--- src/sv/spnv_pkg.sv ---
// ----------------------------------------------------------------------------
// spnv_pkg
// Shared types, constants and character-class functions for the store path
// name validator.
// ----------------------------------------------------------------------------
package spnv_pkg;

  localparam int HASH_LEN  = 32;
  localparam int NAME_MAX  = 211;
  localparam int COUNT_CAP = HASH_LEN + NAME_MAX + 2;
  localparam int CNT_W     = $clog2(COUNT_CAP + 1);

  localparam logic [7:0] CH_E     = 8'h65;
  localparam logic [7:0] CH_O     = 8'h6F;
  localparam logic [7:0] CH_U     = 8'h75;
  localparam logic [7:0] CH_T     = 8'h74;
  localparam logic [7:0] CH_PLUS  = 8'h2B;
  localparam logic [7:0] CH_MINUS = 8'h2D;
  localparam logic [7:0] CH_DOT   = 8'h2E;
  localparam logic [7:0] CH_UNDER = 8'h5F;
  localparam logic [7:0] CH_QUEST = 8'h3F;
  localparam logic [7:0] CH_EQUAL = 8'h3D;

  localparam logic [31:0] DRV_TAIL = 32'h2E647276;

  typedef enum logic [2:0] {
    ST_VALID     = 3'd0,
    ST_SHORT     = 3'd1,
    ST_BAD_HASH  = 3'd2,
    ST_EMPTY     = 3'd3,
    ST_TOO_LONG  = 3'd4,
    ST_DOT_NAME  = 3'd5,
    ST_DOT_COMP  = 3'd6,
    ST_BAD_CHAR  = 3'd7
  } status_t;

  typedef enum logic [1:0] {
    DOTS_NONE = 2'd0,
    DOTS_ONE  = 2'd1,
    DOTS_TWO  = 2'd2
  } dots_t;

  function automatic logic is_digit(input logic [7:0] c);
    is_digit = (c >= 8'h30) && (c <= 8'h39);
  endfunction

  function automatic logic is_lower(input logic [7:0] c);
    is_lower = (c >= 8'h61) && (c <= 8'h7A);
  endfunction

  function automatic logic is_upper(input logic [7:0] c);
    is_upper = (c >= 8'h41) && (c <= 8'h5A);
  endfunction

  function automatic logic hash_ok(input logic [7:0] c);
    hash_ok = (is_digit(c) || is_lower(c)) &&
              (c != CH_E) && (c != CH_O) && (c != CH_U) && (c != CH_T);
  endfunction

  function automatic logic name_ok(input logic [7:0] c);
    name_ok = is_digit(c) || is_lower(c) || is_upper(c) ||
              (c == CH_PLUS) || (c == CH_MINUS) || (c == CH_DOT) ||
              (c == CH_UNDER) || (c == CH_QUEST) || (c == CH_EQUAL);
  endfunction

endpackage

--- src/sv/spnv_in_if.sv ---
// ----------------------------------------------------------------------------
// spnv_in_if
// Byte request channel: one base-name byte and its last-byte flag.
// ----------------------------------------------------------------------------
interface spnv_in_if;
  logic       valid;
  logic       ready;
  logic [7:0] char_byte;
  logic       last_byte;

  modport source (output valid, output char_byte, output last_byte, input ready);
  modport sink   (input valid, input char_byte, input last_byte, output ready);
endinterface

--- src/sv/spnv_out_if.sv ---
// ----------------------------------------------------------------------------
// spnv_out_if
// Result request channel: status, first offending byte, name length and
// derivation flag.
// ----------------------------------------------------------------------------
interface spnv_out_if;
  logic       valid;
  logic       ready;
  logic [2:0] status;
  logic [7:0] bad_char;
  logic [7:0] name_length;
  logic       is_derivation;

  modport source (output valid, output status, output bad_char, output name_length,
                  output is_derivation, input ready);
  modport sink   (input valid, input status, input bad_char, input name_length,
                  input is_derivation, output ready);
endinterface

--- src/sv/store_path_name_validator_top.sv ---
// ----------------------------------------------------------------------------
// store_path_name_validator_top
// Checks a store-path base name byte by byte and reports one result per name.
//
//   channel  | dir | payload                                      | request
//   in_ch    | in  | char_byte, last_byte                         | one byte
//   out_ch   | out | status, bad_char, name_length, is_derivation | one per name
//
// One byte is taken every cycle while in_ch.ready is high; the result of a name is registered and shows
// on out_ch the cycle after its last byte is taken. in_ch.ready falls only
// while a result waits and out_ch.ready is low. rst_n is synchronous, active
// low, and clears the per-name state and the result valid.
// ----------------------------------------------------------------------------
module store_path_name_validator_top (
  input  logic clk,
  input  logic rst_n,
  spnv_in_if.sink    in_ch,
  spnv_out_if.source out_ch
);
  import spnv_pkg::*;

  logic [CNT_W-1:0] cnt_r, cnt_nxt;
  logic             hash_err_r, hash_err_nxt;
  logic [7:0]       hash_bad_r, hash_bad_nxt;
  logic             name_err_r, name_err_nxt;
  logic [7:0]       name_bad_r, name_bad_nxt;
  dots_t            dots_r, dots_nxt;
  logic             dot_comp_r, dot_comp_nxt;
  logic [31:0]      tail_r, tail_nxt;

  logic             out_valid_r;
  status_t          status_r, status_nxt;
  logic [7:0]       bad_r, bad_nxt;
  logic [7:0]       len_out_r, len_out_nxt;
  logic             drv_r, drv_nxt;

  logic             accept;
  logic             in_hash, in_name;
  logic [CNT_W-1:0] pos, n, len;
  logic [7:0]       c;

  assign in_ch.ready = !out_valid_r || out_ch.ready;
  assign accept      = in_ch.valid && in_ch.ready;

  assign out_ch.valid         = out_valid_r;
  assign out_ch.status        = status_r;
  assign out_ch.bad_char      = bad_r;
  assign out_ch.name_length   = len_out_r;
  assign out_ch.is_derivation = drv_r;

  always_comb begin
    c       = in_ch.char_byte;
    pos     = cnt_r;
    n       = pos - CNT_W'(HASH_LEN + 1);
    in_hash = pos < CNT_W'(HASH_LEN);
    in_name = (pos > CNT_W'(HASH_LEN)) && (pos < CNT_W'(COUNT_CAP));

    cnt_nxt      = cnt_r;
    hash_err_nxt = hash_err_r;
    hash_bad_nxt = hash_bad_r;
    name_err_nxt = name_err_r;
    name_bad_nxt = name_bad_r;
    dots_nxt     = dots_r;
    dot_comp_nxt = dot_comp_r;
    tail_nxt     = tail_r;

    if (in_hash && !hash_ok(c) && !hash_err_r) begin
      hash_err_nxt = 1'b1;
      hash_bad_nxt = c;
    end
    if (in_name) begin
      if ((n < CNT_W'(NAME_MAX)) && !name_ok(c) && !name_err_r) begin
        name_err_nxt = 1'b1;
        name_bad_nxt = c;
      end
      if (n == '0) begin
        dots_nxt = (c == CH_DOT) ? DOTS_ONE : DOTS_NONE;
      end else if (n == CNT_W'(1)) begin
        if (dots_r == DOTS_ONE) begin
          if (c == CH_MINUS) dot_comp_nxt = 1'b1;
          dots_nxt = (c == CH_DOT) ? DOTS_TWO : DOTS_NONE;
        end
      end else if (n == CNT_W'(2)) begin
        if ((dots_r == DOTS_TWO) && (c == CH_MINUS)) dot_comp_nxt = 1'b1;
      end
      tail_nxt = {tail_r[23:0], c};
    end
    if (cnt_r < CNT_W'(COUNT_CAP)) cnt_nxt = cnt_r + CNT_W'(1);

    len = (cnt_nxt > CNT_W'(HASH_LEN)) ? cnt_nxt - CNT_W'(HASH_LEN + 1) : '0;
    drv_nxt = (len >= CNT_W'(4)) && (tail_nxt == DRV_TAIL);
    len_out_nxt = (32'(len) > 32'd255) ? 8'hFF : 8'(len);
    bad_nxt = 8'h00;
    if (cnt_nxt < CNT_W'(HASH_LEN + 1)) begin
      status_nxt  = ST_SHORT;
    end else if (hash_err_nxt) begin
      status_nxt = ST_BAD_HASH;
      bad_nxt    = hash_bad_nxt;
    end else if (len == '0) begin
      status_nxt = ST_EMPTY;
    end else if (len > CNT_W'(NAME_MAX)) begin
      status_nxt = ST_TOO_LONG;
    end else if (((len == CNT_W'(1)) && (dots_nxt == DOTS_ONE)) ||
                 ((len == CNT_W'(2)) && (dots_nxt == DOTS_TWO))) begin
      status_nxt = ST_DOT_NAME;
    end else if (dot_comp_nxt) begin
      status_nxt = ST_DOT_COMP;
    end else if (name_err_nxt) begin
      status_nxt = ST_BAD_CHAR;
      bad_nxt    = name_bad_nxt;
    end else begin
      status_nxt = ST_VALID;
    end

    // drop per-name state after the last byte
    if (in_ch.last_byte) begin
      cnt_nxt      = '0;
      hash_err_nxt = 1'b0;
      hash_bad_nxt = 8'h00;
      name_err_nxt = 1'b0;
      name_bad_nxt = 8'h00;
      dots_nxt     = DOTS_NONE;
      dot_comp_nxt = 1'b0;
      tail_nxt     = 32'h0;
    end
  end

  always_ff @(posedge clk) begin
    if (!rst_n) begin
      cnt_r       <= '0;
      hash_err_r  <= 1'b0;
      hash_bad_r  <= 8'h00;
      name_err_r  <= 1'b0;
      name_bad_r  <= 8'h00;
      dots_r      <= DOTS_NONE;
      dot_comp_r  <= 1'b0;
      tail_r      <= 32'h0;
      out_valid_r <= 1'b0;
    end else begin
      if (accept) begin
        cnt_r      <= cnt_nxt;
        hash_err_r <= hash_err_nxt;
        hash_bad_r <= hash_bad_nxt;
        name_err_r <= name_err_nxt;
        name_bad_r <= name_bad_nxt;
        dots_r     <= dots_nxt;
        dot_comp_r <= dot_comp_nxt;
        tail_r     <= tail_nxt;
      end
      if (accept && in_ch.last_byte) begin
        out_valid_r <= 1'b1;
      end else if (out_ch.ready) begin
        out_valid_r <= 1'b0;
      end
    end
  end

  always_ff @(posedge clk) begin
    if (accept && in_ch.last_byte) begin
      status_r  <= status_nxt;
      bad_r     <= bad_nxt;
      len_out_r <= len_out_nxt;
      drv_r     <= drv_nxt;
    end
  end

endmodule
--- src/flat_wrapper.sv ---
// flat-port wrapper written by rule: the top's interface ports become plain ports
module store_path_name_validator_top_flat import spnv_pkg::*;
  (clk, rst_n, in_ch_valid, in_ch_char_byte, in_ch_last_byte, in_ch_ready, out_ch_valid, out_ch_status, out_ch_bad_char, out_ch_name_length, out_ch_is_derivation, out_ch_ready);
  spnv_in_if in_ch_i ();
  spnv_out_if out_ch_i ();
  input  logic clk;
  input  logic rst_n;
  input wire logic [$bits(in_ch_i.valid)-1:0] in_ch_valid;
  input wire logic [$bits(in_ch_i.char_byte)-1:0] in_ch_char_byte;
  input wire logic [$bits(in_ch_i.last_byte)-1:0] in_ch_last_byte;
  output wire logic [$bits(in_ch_i.ready)-1:0] in_ch_ready;
  output wire logic [$bits(out_ch_i.valid)-1:0] out_ch_valid;
  output wire logic [$bits(out_ch_i.status)-1:0] out_ch_status;
  output wire logic [$bits(out_ch_i.bad_char)-1:0] out_ch_bad_char;
  output wire logic [$bits(out_ch_i.name_length)-1:0] out_ch_name_length;
  output wire logic [$bits(out_ch_i.is_derivation)-1:0] out_ch_is_derivation;
  input wire logic [$bits(out_ch_i.ready)-1:0] out_ch_ready;
  assign in_ch_i.valid = in_ch_valid;
  assign in_ch_i.char_byte = in_ch_char_byte;
  assign in_ch_i.last_byte = in_ch_last_byte;
  assign in_ch_ready = in_ch_i.ready;
  assign out_ch_valid = out_ch_i.valid;
  assign out_ch_status = out_ch_i.status;
  assign out_ch_bad_char = out_ch_i.bad_char;
  assign out_ch_name_length = out_ch_i.name_length;
  assign out_ch_is_derivation = out_ch_i.is_derivation;
  assign out_ch_i.ready = out_ch_ready;
  store_path_name_validator_top u_core (.clk(clk), .rst_n(rst_n), .in_ch(in_ch_i), .out_ch(out_ch_i));
endmodule
--- config.mk ---
export PLATFORM = sky130hd
export DESIGN_NAME = store_path_name_validator_top_flat
export DESIGN_NICKNAME = d
export VERILOG_FILES = /design/src/sv/spnv_pkg.sv /design/src/sv/spnv_in_if.sv /design/src/sv/spnv_out_if.sv /design/src/sv/store_path_name_validator_top.sv /design/src/flat_wrapper.sv
export SDC_FILE = /design/constraint.sdc
export NUM_CORES = 1
export LEC_CHECK = 0
export ABC_AREA = 1
export BUFFER_PORTS_ARGS = -buffer_cell sky130_fd_sc_hd__buf_2
export CELL_PAD_IN_SITES_DETAIL_PLACEMENT = 1
export CELL_PAD_IN_SITES_GLOBAL_PLACEMENT = 2
export CORE_MARGIN = 2
export CORE_UTILIZATION = 34
export DETAILED_ROUTE_END_ITERATION = 6
export PLACE_DENSITY = 0.87
export REMOVE_ABC_BUFFERS = 1
export SLEW_MARGIN = 20
export SYNTH_ARGS = -nofsm -noshare
export SYNTH_HDL_FRONTEND = slang
export SYNTH_SLANG_ARGS = --single-unit
--- constraint.sdc ---
create_clock -name clk -period 3 [get_ports clk]
set_input_delay 0.3 -clock clk [delete_from_list [all_inputs] [get_ports clk]]
set_output_delay 0.3 -clock clk [all_outputs]
set_load 0.05 [all_outputs]
# Word level (Yosys, flattened, before mapping)
# Cells that the tools add are included.
[totals]
regBits = 82
inputBits = 13
output_inout_bits = 22
word_cells = 131
[classes]
addsub = 3
order_cmp = 14
n_eq_ne = 19
mux = 44
n_reduce_logical = 37
[op_table]
columns = ["operator", "count"]
rows = [
  ["2-to-1 mux 8 bit", 14],
  ["2-to-1 mux 32 bit", 2],
  ["equality test 8 x 6 -> 1 bit, second input constant", 5],
  ["equality test 32 x 30 -> 1 bit, second input constant", 1],
  ["inequality test 8 x 7 -> 1 bit, second input constant", 4],
  ["logical AND 1 bit", 18],
  ["equality test 8 x 1 -> 1 bit, second input constant", 2],
  ["equality test 8 x 2 -> 1 bit, second input constant", 2],
  ["greater-or-equal comparator 8 x 7 -> 1 bit, second input constant", 2],
  ["> comparator 8 x 6 -> 1 bit, second input constant", 2],
  ["less-or-equal comparator 8 x 7 -> 1 bit, second input constant", 2],
  ["logical NOT 8 bit", 2],
  ["< comparator 8 x 6 -> 1 bit, second input constant", 2],
  ["< comparator 8 bit, second input constant", 2],
  ["2-to-1 mux 1 bit", 16],
  ["2-to-1 mux 2 bit", 8],
  ["subtractor 8 x 6 -> 8 bit, second input constant", 2],
  ["2-to-1 mux 3 bit", 4],
  ["logical OR 1 bit", 10],
  ["adder 8 x 1 -> 8 bit, second input constant", 1],
  ["equality test 8 x 7 -> 1 bit, second input constant", 1],
  ["greater-or-equal comparator 8 x 3 -> 1 bit, second input constant", 1],
  ["greater-or-equal comparator 8 x 6 -> 1 bit, second input constant", 1],
  ["> comparator 8 bit, second input constant", 1],
  ["6 further kinds", 12],
]

# Depth between registers and ports, before layout
# Gate-level depths: netlist (run 1).
[depth]
depth_word = 21
mapped_depth = 21
mapped_depth_nobuf = 20

# Worst setup path before layout (run 1)
# Ideal clock, no wire load.
[synth_path]
path_kind = "reg-to-reg"
from = "register u_core.cnt_r[1]"
to = "register u_core.status_r[0], in the netlist u_core.out_ch.status[0], data pin"
setup_ns = 0.255
arrival_time_ns = 2.506
required_ns = 2.745
path_slack_ns = 0.239
stages_incl_launch_ff = 21
path_buffers = 1
synth_period_minus_slack_ns = 2.761
path_cell_list = "dfxtp_1 inv_1 ha_1 inv_1 nand2_1 nand2_2 nand2_2 buf_6 nand2_2 nand2_2 ha_1 or2_1 nand2_1 nand3_1 nand2_1 nand2_1 nand2_1 nand2_4 nand2_1 nand3_1 and2_1"
[synth_via]
elab_chain_len = 12
word_cells_on_any_way = 44
classes_between = "add/sub (3); order compare (7); eq/ne (6); mux (18); reduce/logical (10)"
[synth_lines]
columns = ["item", "line", "source"]
rows = [
  ["start, declared", "store_path_name_validator_top.sv:22", "logic [CNT_W-1:0] cnt_r, cnt_nxt;"],
  ["start signal, assigned", "store_path_name_validator_top.sv:141", "cnt_r <= cnt_nxt;"],
  ["branches (longest 12 deep; another with adder 8 x 1 -> 8 bit)", "--", ""],
  ["end signal, assigned", "store_path_name_validator_top.sv:160", "status_r <= status_nxt;"],
  ["end, declared", "store_path_name_validator_top.sv:32", "status_t status_r, status_nxt;"],
]
# Parallel ways; which one is timed is not known.
# A chain may end at the register's enable or synchronous reset.

# Worst setup path after layout (run 1)
[layout_path]
from = "register u_core.cnt_r[0]"
to = "register u_core.bad_r[0], in the netlist u_core.out_ch.bad_char[0], data pin"
[layout_via]
elab_chain_len = 12
word_cells_on_any_way = 47
classes_between = "add/sub (3); order compare (7); eq/ne (6); mux (21); reduce/logical (10)"
[layout_lines]
columns = ["item", "line", "source"]
rows = [
  ["branches (longest 12 deep; another with adder 8 x 1 -> 8 bit)", "--", ""],
  ["end signal, assigned", "store_path_name_validator_top.sv:161", "bad_r <= bad_nxt;"],
  ["end, declared", "store_path_name_validator_top.sv:33", "logic [7:0] bad_r, bad_nxt;"],
]
# Parallel ways; which one is timed is not known.

==> reports/results.txt, run 1 <==
Initial Utilization = 0.345
layout cell share with drive strength beyond 1 = 0.160
Remaining Overflow, GRT = 0
die area = 16300 sq um
setup ws final = 0.223 ns
reg-to-reg setup timing slack = 0.22 ns
H-tree levels = 3
RD Place Congestion = 0.943
WL final = 15300 um
worst-skew pair later-pin latency = 0.36 ns
r2r startpoint = u_core.cnt_r[0]
Worst EP required = 3.11 ns
port bufs = 34
final hold slack = 0.218 ns
Syn-to-layout area delta = 13.5%
max cap viols = 0
post-synth top area share = 0.239
Hold Violations, Final = 0
Post-synth top flop = dfxtp_1
crit-path max FO = 8
number of vias per cell = 5.00
Post-Syn Instances = 773
dpl ws = 0.125 ns
worst ir drop on vdd = 285 uV
crit path buf inv count = 2
Inserted Diodes = 0
Die Ht = 128 um
relative slew slack = 0.538
CP Capture Type = register
placed inst area = 5640 sq um
Final Net Count = 825
FILL cells = 1944
Top-Level Pins = 35
worst-margin pin slew = 0.692 ns
setup TNS = 0 ns
R2R Path End = u_core.out_ch.bad_char[0]
CP dominant cell by count = nand2_1
Synth Register Bits = 82
R2R depth = 17
cell taking the most area after synthesis = dfxtp_1
arrival time of the worst setup path = 2.89 ns
largest net degree at the start of global routing = 61
Inserted Clock Buffers = 9
Max Clk Rate = 360 MHz
fin area = 5910 sq um
Avg WL per Cell = 15.3 um
most frequent cell after synthesis = nand2_1
Startpoint Class = register
post-route minimum period = 2.78 ns
overall power = 2.46 mW
Starting DRT DRC Count = 221
CTS root buffer = clkbuf_16
DRC Markers = 0
post-synthesis cell type count = 39
beginning of the worst hold path = rst_n
worst-path cell chain = inv_2, ha_1, inv_1, nand2_1, nand2_2, nand3_1, nand2_2, ha_1, nand2_1, o21ai_1, nand2_1, nand3_2, nand3_2, nor2_4, nand3_4, nand2_4, o21ai_2
TritonCTS clock tree = built
ANT nets after route = 0
WHS Path Cells = 3
cts hold-fix bufs = 0
vias in the first global route = 5233
Pwr Density = 417 nW/um^2
WS Path Type = reg2reg
top post-synthesis cells by count = 260 x nand2_1, 87 x inv_1, 69 x a21oi_1, 62 x dfxtp_1, 44 x nand3_1
delay of the slowest critical-path stage = 0.34 ns
first-pass GRT wire length = 25600 um
clk sinks = 82
storage element area = 1840 sq um
synth top area cells = dfxtp_1 24%, nand2_1 19%, edfxtp_1 12%
CTS max path bufs = 2
Slew Viols, Final = 0
placement row count = 45
Synth Cell Area = 5200 sq um
Top delay family on crit path = simple AND/OR/NAND/NOR gates
drt pass-1 iters = 4
Die X = 128 um
ys async rst share = 0
fin crit share = 0.926
gr usage total = 0.197
Avg Inst Size Synth = 6.73 sq um
clk_skew = 0.00548 ns
Final setup violation count = 0
Core Region = 15100 sq um
clock-pin slew on the worst setup and hold paths = 0.06 ns
Post-synth EDFFs = 20
worst min-delay path class = in2reg
Seq/Total Area, Yosys = 0.354
routed via count = 4998
status = complete, no violations
hold endpoint = u_core.out_ch.valid
LEAKAGE = 2.46 nW
Post-DP HPWL = 11300 um
yosys synthesis warning count = 0
Critical Path Slowest Stage Cell = dfxtp_1
RSZ-0062 raised after global routing = no
antenna violations before repair = 0
area of the multi-input gates = 2880 sq um
==> sequential cells by signal, summed over array words and instances, names as in the netlist <==
signal,flops
u_core.out_ch.valid,1
u_core.tail_r,32
u_core.hash_bad_r,8
u_core.out_ch.bad_char,8
u_core.dot_comp_r,1
u_core.out_ch.status,3
u_core.dots_r,2
u_core.name_bad_r,8
u_core.out_ch.name_length,8
u_core.out_ch.is_derivation,1
u_core.name_err_r,1
u_core.hash_err_r,1
u_core.cnt_r,8
==> worst register-to-register path, cell delays in order (launching register included) <==
cell	delay [ns]
dfxtp_1	0.34
inv_2	0.04
ha_1	0.21
inv_1	0.08
nand2_1	0.07
nand2_2	0.12
nand3_1	0.13
nand2_2	0.13
ha_1	0.24
nand2_1	0.12
o21ai_1	0.19
nand2_1	0.09
nand3_2	0.14
nand3_2	0.10
nor2_4	0.18
nand3_4	0.11
nand2_4	0.16
o21ai_2	0.07
==> kinds of logic (layout without fill, tap and decap cells) <==
logic type / Yosys count / count (layout) / synth area share
flip-flops: 82 / 82 / 0.354
AND/OR/NAND/NOR: 430 / 430 / 0.386
XOR/XNOR: 1 / 1 / 0.00168
buffers and inverters: 125 / 163 / 0.0962
AO/OA/AOI/OAI: 129 / 129 / 0.148
adder cells (fa/ha/maj): 6 / 6 / 0.0144
==> worst max-delay path by stage <==
stage / startpoint / slack [ns] / to / cells past startpoint
detailed placement: u_core.cnt_r[1] / 0.13 / u_core.out_ch.bad_char[0] / 18
global placement: u_core.cnt_r[0] / 0.21 / u_core.out_ch.bad_char[2] / 19
global route: u_core.cnt_r[0] / 0.008 / u_core.out_ch.bad_char[3] / 17
CTS: u_core.cnt_r[1] / 0.09 / u_core.out_ch.bad_char[2] / 18
floorplan: u_core.out_ch.valid / -1.38 / u_core.cnt_r[1] / 7
finish: u_core.cnt_r[0] / 0.22 / u_core.out_ch.bad_char[0] / 17
==> per-layer routing <==
layer  GRT usage  routed length (um)  vias to the layer above
li1            -                   -                     2569
met1       0.242                7110                     2342
met2       0.351                7400                       63
met3      0.0288                 452                       24
met4      0.0737                 304                        0
met5           0                   0                        -
==> cells in the final DEF (no fill, tap or decap), types with 5 or more instances in the layout <==
master / netlist / routed
clkbuf_16: 0 / 9
nor4_1: 8 / 8
nand3_1: 44 / 44
o21ai_0: 17 / 16
nand2_4: 8 / 9
inv_1: 87 / 87
nand2_2: 17 / 17
o21a_1: 25 / 25
buf_2: 8 / 34
nor2_4: 7 / 8
nand3b_1: 7 / 7
nand3_2: 8 / 8
nand2_1: 260 / 259
a21oi_1: 69 / 69
edfxtp_1: 20 / 20
nor2_1: 37 / 35
buf_4: 1 / 15
o21ai_2: 8 / 8
nor3_1: 7 / 7
nand4_1: 21 / 21
dfxtp_1: 62 / 62
inv_2: 7 / 7
ha_1: 6 / 5
==> power by group <==
group / switching [mW] / internal [mW] / leakage [nW] / total, mW
sequential: 0.00781 / 1.15 / 0.674 / 1.16
combinational: 0.200 / 0.0667 / 1.65 / 0.266
clock: 0.482 / 0.554 / 0.127 / 1.04
total: 0.690 / 1.77 / 2.46 / 2.46
==> final cells by class <==
| cell class | count | area share |
|---|---|---|
| multi-input combinational | 566 | 0.488 |
| sequential | 82 | 0.312 |
| inverter | 96 | 0.0614 |
| timing repair buffer | 51 | 0.0546 |
| tap | 188 | 0.0398 |
| clock buffer | 10 | 0.0388 |
| clock inverter | 6 | 0.00572 |
==> through the flow <==
step	cells	utilization
final	999	0.391
after global routing	999	0.391
after CTS	999	0.391
after detailed placement	983	0.374
after global placement	983	0.374
after floorplan	744	-
==> timing repair <==
action / 4_1_cts / 5_1_grt
endpoints found under the setup margin: 0 / 11
setup buffers: 0 / 0
hold endpoints to repair: 0 / 0
resized for setup: 0 / 3
No activity file was read; power rests on OpenSTA's default activity.
==> run 2: changes to the inputs <==
--- a/config.mk
+++ b/config.mk
@@ -13,6 +13,7 @@
 export CORE_UTILIZATION = 34
 export DETAILED_ROUTE_END_ITERATION = 6
 export PLACE_DENSITY = 0.87
+export RECOVER_POWER = 25
 export REMOVE_ABC_BUFFERS = 1
 export SLEW_MARGIN = 20
 export SYNTH_ARGS = -nofsm -noshare
==> constraint.sdc (replaced) <==
create_clock -name clk -period 2.7 [get_ports clk]
set_input_delay 0.27 -clock clk [delete_from_list [all_inputs] [get_ports clk]]
set_output_delay 0.27 -clock clk [all_outputs]
set_load 0.05 [all_outputs]
==> run 2 against run 1 <==
Compared with the run above: final cell count grew 1.7%; largest power group unchanged; non-clock buffer count up 16; setup slack worse by 0.089 ns; critical path type unchanged; critical endpoint is now u_core.out_ch.status[1]; core utilization increased by 2.5 points; count of clock-buffer cells in the layout grew 3; sequential cell count is the same; first-iteration DRC count up 24%; clock skew rose by 0.0016 ns; combinational power increased by 17%; total power is 12% higher.
==> reports/results.txt, run 2 (synthesized netlist as in run 1, its figures left out) <==
number of vias per cell = 5.18 (+3.4%)
Starting DRT DRC Count = 274 (+24%)
WL final = 16000 um (+4.8%)
dpl ws = -0.133 ns (-0.258 ns)
Final Net Count = 842 (+2.1%)
H-tree levels = 3 (unchanged)
CP Capture Type = register
gr usage total = 0.198 (+0.00117)
final core utilization = 0.417 (+0.0254)
DRC Markers = 0 (unchanged)
Remaining Overflow, GRT = 0 (unchanged)
largest net degree at the start of global routing = 59 (-3.3%)
worst-skew pair later-pin latency = 0.34 ns (-0.02 ns)
CTS max path bufs = 2 (unchanged)
setup TNS = 0 ns (unchanged)
Pwr Density = 437 nW/um^2 (+4.8%)
max reg flops = 32 (unchanged)
Worst EP required = 2.78 ns (-0.33 ns)
most frequent cells in the layout = 252 x nand2_1, 86 x inv_1, 69 x a21oi_1, 58 x dfxtp_1, 40 x nand3_1
die area = 16300 sq um (unchanged)
Non-Filler Instances = 1016 (+1.7%)
Die X = 128 um (unchanged)
Initial Utilization = 0.345 (unchanged)
Inserted Diodes = 0 (unchanged)
Inserted Clock Buffers = 9 (unchanged)
post-route minimum period = 2.57 ns (-0.211 ns)
drt pass-1 iters = 4 (unchanged)
CTS root buffer = clkbuf_16
Syn-to-layout area delta = 20.9%
overall power = 2.75 mW (+12%)
commonest non-fill, non-tap cell in the layout = nand2_1
FILL cells = 1945 (+0.051%)
Top-Level Pins = 35 (unchanged)
arrival time of the worst setup path = 2.65 ns (-0.24 ns)
fin crit share = 0.950 (+0.0248)
Die Ht = 128 um (unchanged)
Avg WL per Cell = 15.8 um (+3.1%)
Inst Count DP = 991 (+0.81%)
max cap viols = 0 (unchanged)
worst-margin pin slew = 0.764 ns (+0.0725 ns)
placement row count = 45 (unchanged)
first-pass GRT wire length = 26200 um (+2.6%)
Slew Viols, Final = 0 (unchanged)
clk_skew = 0.00705 ns (+0.00156 ns)
LEAKAGE = 2.57 nW (+4.6%)
Final setup violation count = 0 (unchanged)
relative slew slack = 0.489 (-0.0491)
WS Path Type = reg2reg
area of the multi-input gates = 3110 sq um (+7.9%)
Core Region = 15100 sq um (unchanged)
RD Place Congestion = 0.894 (-5.2%)
Hold Violations, Final = 0 (unchanged)
routed via count = 5258 (+5.2%)
worst ir drop on vdd = 268 uV (-6.0%)
crit-path max FO = 8 (unchanged)
worst min-delay path class = in2reg
clk sinks = 82 (unchanged)
Max Clk Rate = 390 MHz (+8.2%)
status = complete, no violations
port bufs = 34 (unchanged)
cts hold-fix bufs = 0 (unchanged)
Post-DP HPWL = 11400 um (+0.94%)
vias in the first global route = 5469 (+4.5%)
antenna violations before repair = 0 (unchanged)
final hold slack = 0.181 ns (-0.0363 ns)
Startpoint Class = register
ANT nets after route = 0 (unchanged)
placed inst area = 5710 sq um (+1.3%)
fin area = 6290 sq um (+6.5%)
clock-pin slew on the worst setup and hold paths = 0.06 ns (about the same)
setup ws final = 0.134 ns (-0.0893 ns)
RSZ-0062 raised after global routing = yes
TritonCTS clock tree = built
storage element area = 1850 sq um (+0.27%)
layout cell share with drive strength beyond 1 = 0.188 (+0.0281)
Top reg by flops = u_core.tail_r
run 2: critical path, stage by stage (launching register included):
cell and delay (ns):
dfxtp_2 0.33, inv_2 0.07, ha_4 0.14, inv_1 0.06, nand2_2 0.08, nand2_4 0.07
nand2_4 0.10, buf_12 0.15, inv_4 0.06, a21oi_2 0.24, nor2_1 0.11, nand3_2 0.10
nand2_1 0.08, nand2_1 0.08, nand3_2 0.10, buf_4 0.16, nand3_1 0.07, nor2_1 0.05
nor2_1 0.14, a21oi_1 0.10
run 2: path summary, 6_finish.rpt:
kind,from,to,slack (ns),cells past startpoint
hold / removal,rst_n,u_core.out_ch.valid,0.18,3
setup / recovery,u_core.cnt_r[1],u_core.out_ch.status[1],0.13,19
hold reg to reg,u_core.tail_r[25],u_core.tail_r[25],0.47,2
setup reg to reg,u_core.cnt_r[1],u_core.out_ch.status[1],0.13,19
run 2: final cells by class:
cell class,count,area share
inverter,96,0.0577
clock inverter,3,0.00278
clock buffer,13,0.0398
sequential,82,0.294
tap,188,0.0374
multi-input combinational,567,0.494
timing repair buffer,67,0.0746
run 2: metal layers:
| layer | part of all wire | GRT usage |
|---|---|---|
| met1 | 0.45 | 0.239 |
| met2 | 0.51 | 0.367 |
| met3 | 0.025 | 0.0326 |
| met4 | 0.015 | 0.0485 |
| met5 | 0 | 0 |
run 2: where the power goes:
part | switching [mW] | internal [mW] | leakage [nW] | total [mW]
clock | 0.500 | 0.647 | 0.130 | 1.15
sequential | 0.0100 | 1.28 | 0.676 | 1.29
combinational | 0.230 | 0.0806 | 1.76 | 0.310
run 2: repair_timing:
item                                    CTS  global route
cloned                                    1             2
endpoints found under the setup margin   12            13
hold endpoints to repair                  0             0
resized for setup                        13            40
pin swaps                                 7            16
buffers inserted                          1             5
==> run 3: changes to the inputs <==
--- a/config.mk
+++ b/config.mk
@@ -9,6 +9,7 @@
 export BUFFER_PORTS_ARGS = -buffer_cell sky130_fd_sc_hd__buf_2
 export CELL_PAD_IN_SITES_DETAIL_PLACEMENT = 1
 export CELL_PAD_IN_SITES_GLOBAL_PLACEMENT = 2
+export CORE_ASPECT_RATIO = 0.8
 export CORE_MARGIN = 2
 export CORE_UTILIZATION = 34
 export DETAILED_ROUTE_END_ITERATION = 6
==> run 3 against run 2 <==
Compared with the run above: wire length is 2.6% higher; setup slack better by 0.018 ns; final area is 0.97% lower; clock skew is 0.00068 ns higher; maximum frequency is 0.72% higher; sequential power hardly changed; first-iteration DRC count is 19% lower; total power is 1.7% higher; combinational power is 2% higher; sequential cell count stayed put; sequential share of layout area is 0.27 points higher; final cell count is 0.39% higher.
==> reports/results.txt, run 3 (synthesized netlist as in run 1, its figures left out) <==
setup ws final = 0.152 ns (+0.0182 ns)
Inst Count DP = 995 (+0.40%)
worst-skew pair later-pin latency = 0.35 ns (about the same)
number of vias per cell = 5.11 (-1.3%)
worst min-delay path class = in2reg
WS Path Type = reg2reg
Die Ht = 115 um (-10%)
status = complete, no violations
Core Region = 15000 sq um (-0.50%)
Initial Utilization = 0.347 (+0.00172)
Inserted Diodes = 0 (unchanged)
placement row count = 40 (-11%)
FILL cells = 1927 (-0.93%)
TritonCTS clock tree = built
clock-pin slew on the worst setup and hold paths = 0.07 ns (about the same)
WL final = 16400 um (+2.6%)
Max Clk Rate = 393 MHz (+0.72%)
die area = 16300 sq um (about the same)
dpl ws = -0.0942 ns (+0.0391 ns)
CTS max path bufs = 2 (unchanged)
setup TNS = 0 ns (unchanged)
LEAKAGE = 2.54 nW (-1.2%)
port bufs = 34 (unchanged)
worst ir drop on vdd = 261 uV (-2.5%)
Inserted Clock Buffers = 9 (unchanged)
max cap viols = 0 (unchanged)
Die X = 142 um (+11%)
Startpoint Class = register
largest net degree at the start of global routing = 60 (+1.7%)
Pwr Density = 449 nW/um^2 (+2.7%)
relative slew slack = 0.306 (-0.183)
RD Place Congestion = 0.889 (-0.61%)
Top-Level Pins = 35 (unchanged)
area of the multi-input gates = 3060 sq um (-1.6%)
Slew Viols, Final = 0 (unchanged)
clk sinks = 82 (unchanged)
Non-Filler Instances = 1020 (+0.39%)
ANT nets after route = 0 (unchanged)
first-pass GRT wire length = 26100 um (-0.50%)
Starting DRT DRC Count = 221 (-19%)
storage element area = 1850 sq um (about the same)
gr usage total = 0.203 (+0.00476)
layout cell share with drive strength beyond 1 = 0.190 (+0.00173)
Syn-to-layout area delta = 19.7%
Remaining Overflow, GRT = 0 (unchanged)
CP Capture Type = register
H-tree levels = 3 (unchanged)
max reg flops = 32 (unchanged)
crit-path max FO = 8 (unchanged)
Hold Violations, Final = 0 (unchanged)
most frequent cells in the layout = 251 x nand2_1, 84 x inv_1, 68 x a21oi_1, 59 x dfxtp_1, 39 x nand3_1
fin crit share = 0.944 (-0.00675)
drt pass-1 iters = 4 (unchanged)
DRC Markers = 0 (unchanged)
commonest non-fill, non-tap cell in the layout = nand2_1
post-route minimum period = 2.55 ns (-0.0182 ns)
antenna violations before repair = 0 (unchanged)
Final setup violation count = 0 (unchanged)
Worst EP required = 2.81 ns (+0.03 ns)
overall power = 2.79 mW (+1.7%)
final core utilization = 0.415 (-0.00200)
arrival time of the worst setup path = 2.66 ns (about the same)
Avg WL per Cell = 16.1 um (+2.2%)
CTS root buffer = clkbuf_16
routed via count = 5208 (-0.95%)
worst-margin pin slew = 1.04 ns (+0.273 ns)
vias in the first global route = 5219 (-4.6%)
Post-DP HPWL = 11900 um (+4.5%)
Top reg by flops = u_core.tail_r
Final Net Count = 845 (+0.36%)
clk_skew = 0.00773 ns (+0.000682 ns)
[run 3: cell types whose count changed in the layout (fill, tap and decap cells not counted), moves of 2 or more]
cell	previous run	this run
buf_12	3	1
buf_4	27	32
clkbuf_1	25	23
clkinv_1	1	3
clkinv_4	0	2
inv_1	86	84
nor2_1	32	30
nor2_2	4	6
nor4_1	1	7
nor4_2	5	1
nor4_4	2	0
[run 3: path summary, 6_finish.rpt]
check,slack (ns),depth (start not counted),end,startpoint
max,0.15,19,u_core.out_ch.bad_char[0],u_core.cnt_r[0]
min,0.18,3,u_core.out_ch.valid,rst_n
max reg2reg,0.15,19,u_core.out_ch.bad_char[0],u_core.cnt_r[0]
min reg2reg,0.47,2,u_core.tail_r[26],u_core.tail_r[26]
[run 3: per-layer routing]
metal  track usage  up-vias  share of wire
met1         0.272     2508           0.48
met3        0.0402       10          0.035
met4        0.0482        0          0.012
li1              -     2607              -
met2         0.339       83           0.47
met5             0        -              0
[run 3: what timing repair did]
action / in CTS / in global routing
hold buffers: 0 / 0
gates resized for setup: 11 / 42
buffers inserted: 1 / 8
endpoints found under the setup margin: 10 / 12
pin swaps: 3 / 20
[run 3: worst max-delay path, stage by stage (launching register included)]
cell	delay [ns]
dfxtp_2	0.34
inv_2	0.05
ha_4	0.15
inv_1	0.08
nand2_2	0.06
nand2_2	0.11
nand2_4	0.11
nand2_2	0.10
nand2_4	0.06
ha_4	0.17
or2_1	0.23
nand2_2	0.09
nand3_2	0.09
nand2_1	0.09
nand2_1	0.07
nand2_2	0.09
nand2_4	0.09
buf_4	0.15
nand3b_1	0.10
o21ai_2	0.06
[run 3: area by class of cell]
cell class,count,share of cell area
multi-input cells,566,0.491
clock inverters,7,0.00864
well taps,189,0.0380
flip-flops and latches,82,0.296
inverters,96,0.0587
repair buffers,71,0.0713
clock buffers,9,0.0362
[run 3: through the flow]
stage,hold WS [ns],cell area (sq um)
floorplan,0.400,5070
global placement,0.452,5710
detailed placement,0.459,5710
CTS,0.180,6040
global route,0.221,6230
finish,0.178,6230
[run 3: power breakdown]
group / switching, mW / total [mW] / internal (mW)
Clock: 0.559 / 1.19 / 0.632
Combinational: 0.237 / 0.316 / 0.0783
Sequential: 0.00937 / 1.29 / 1.28
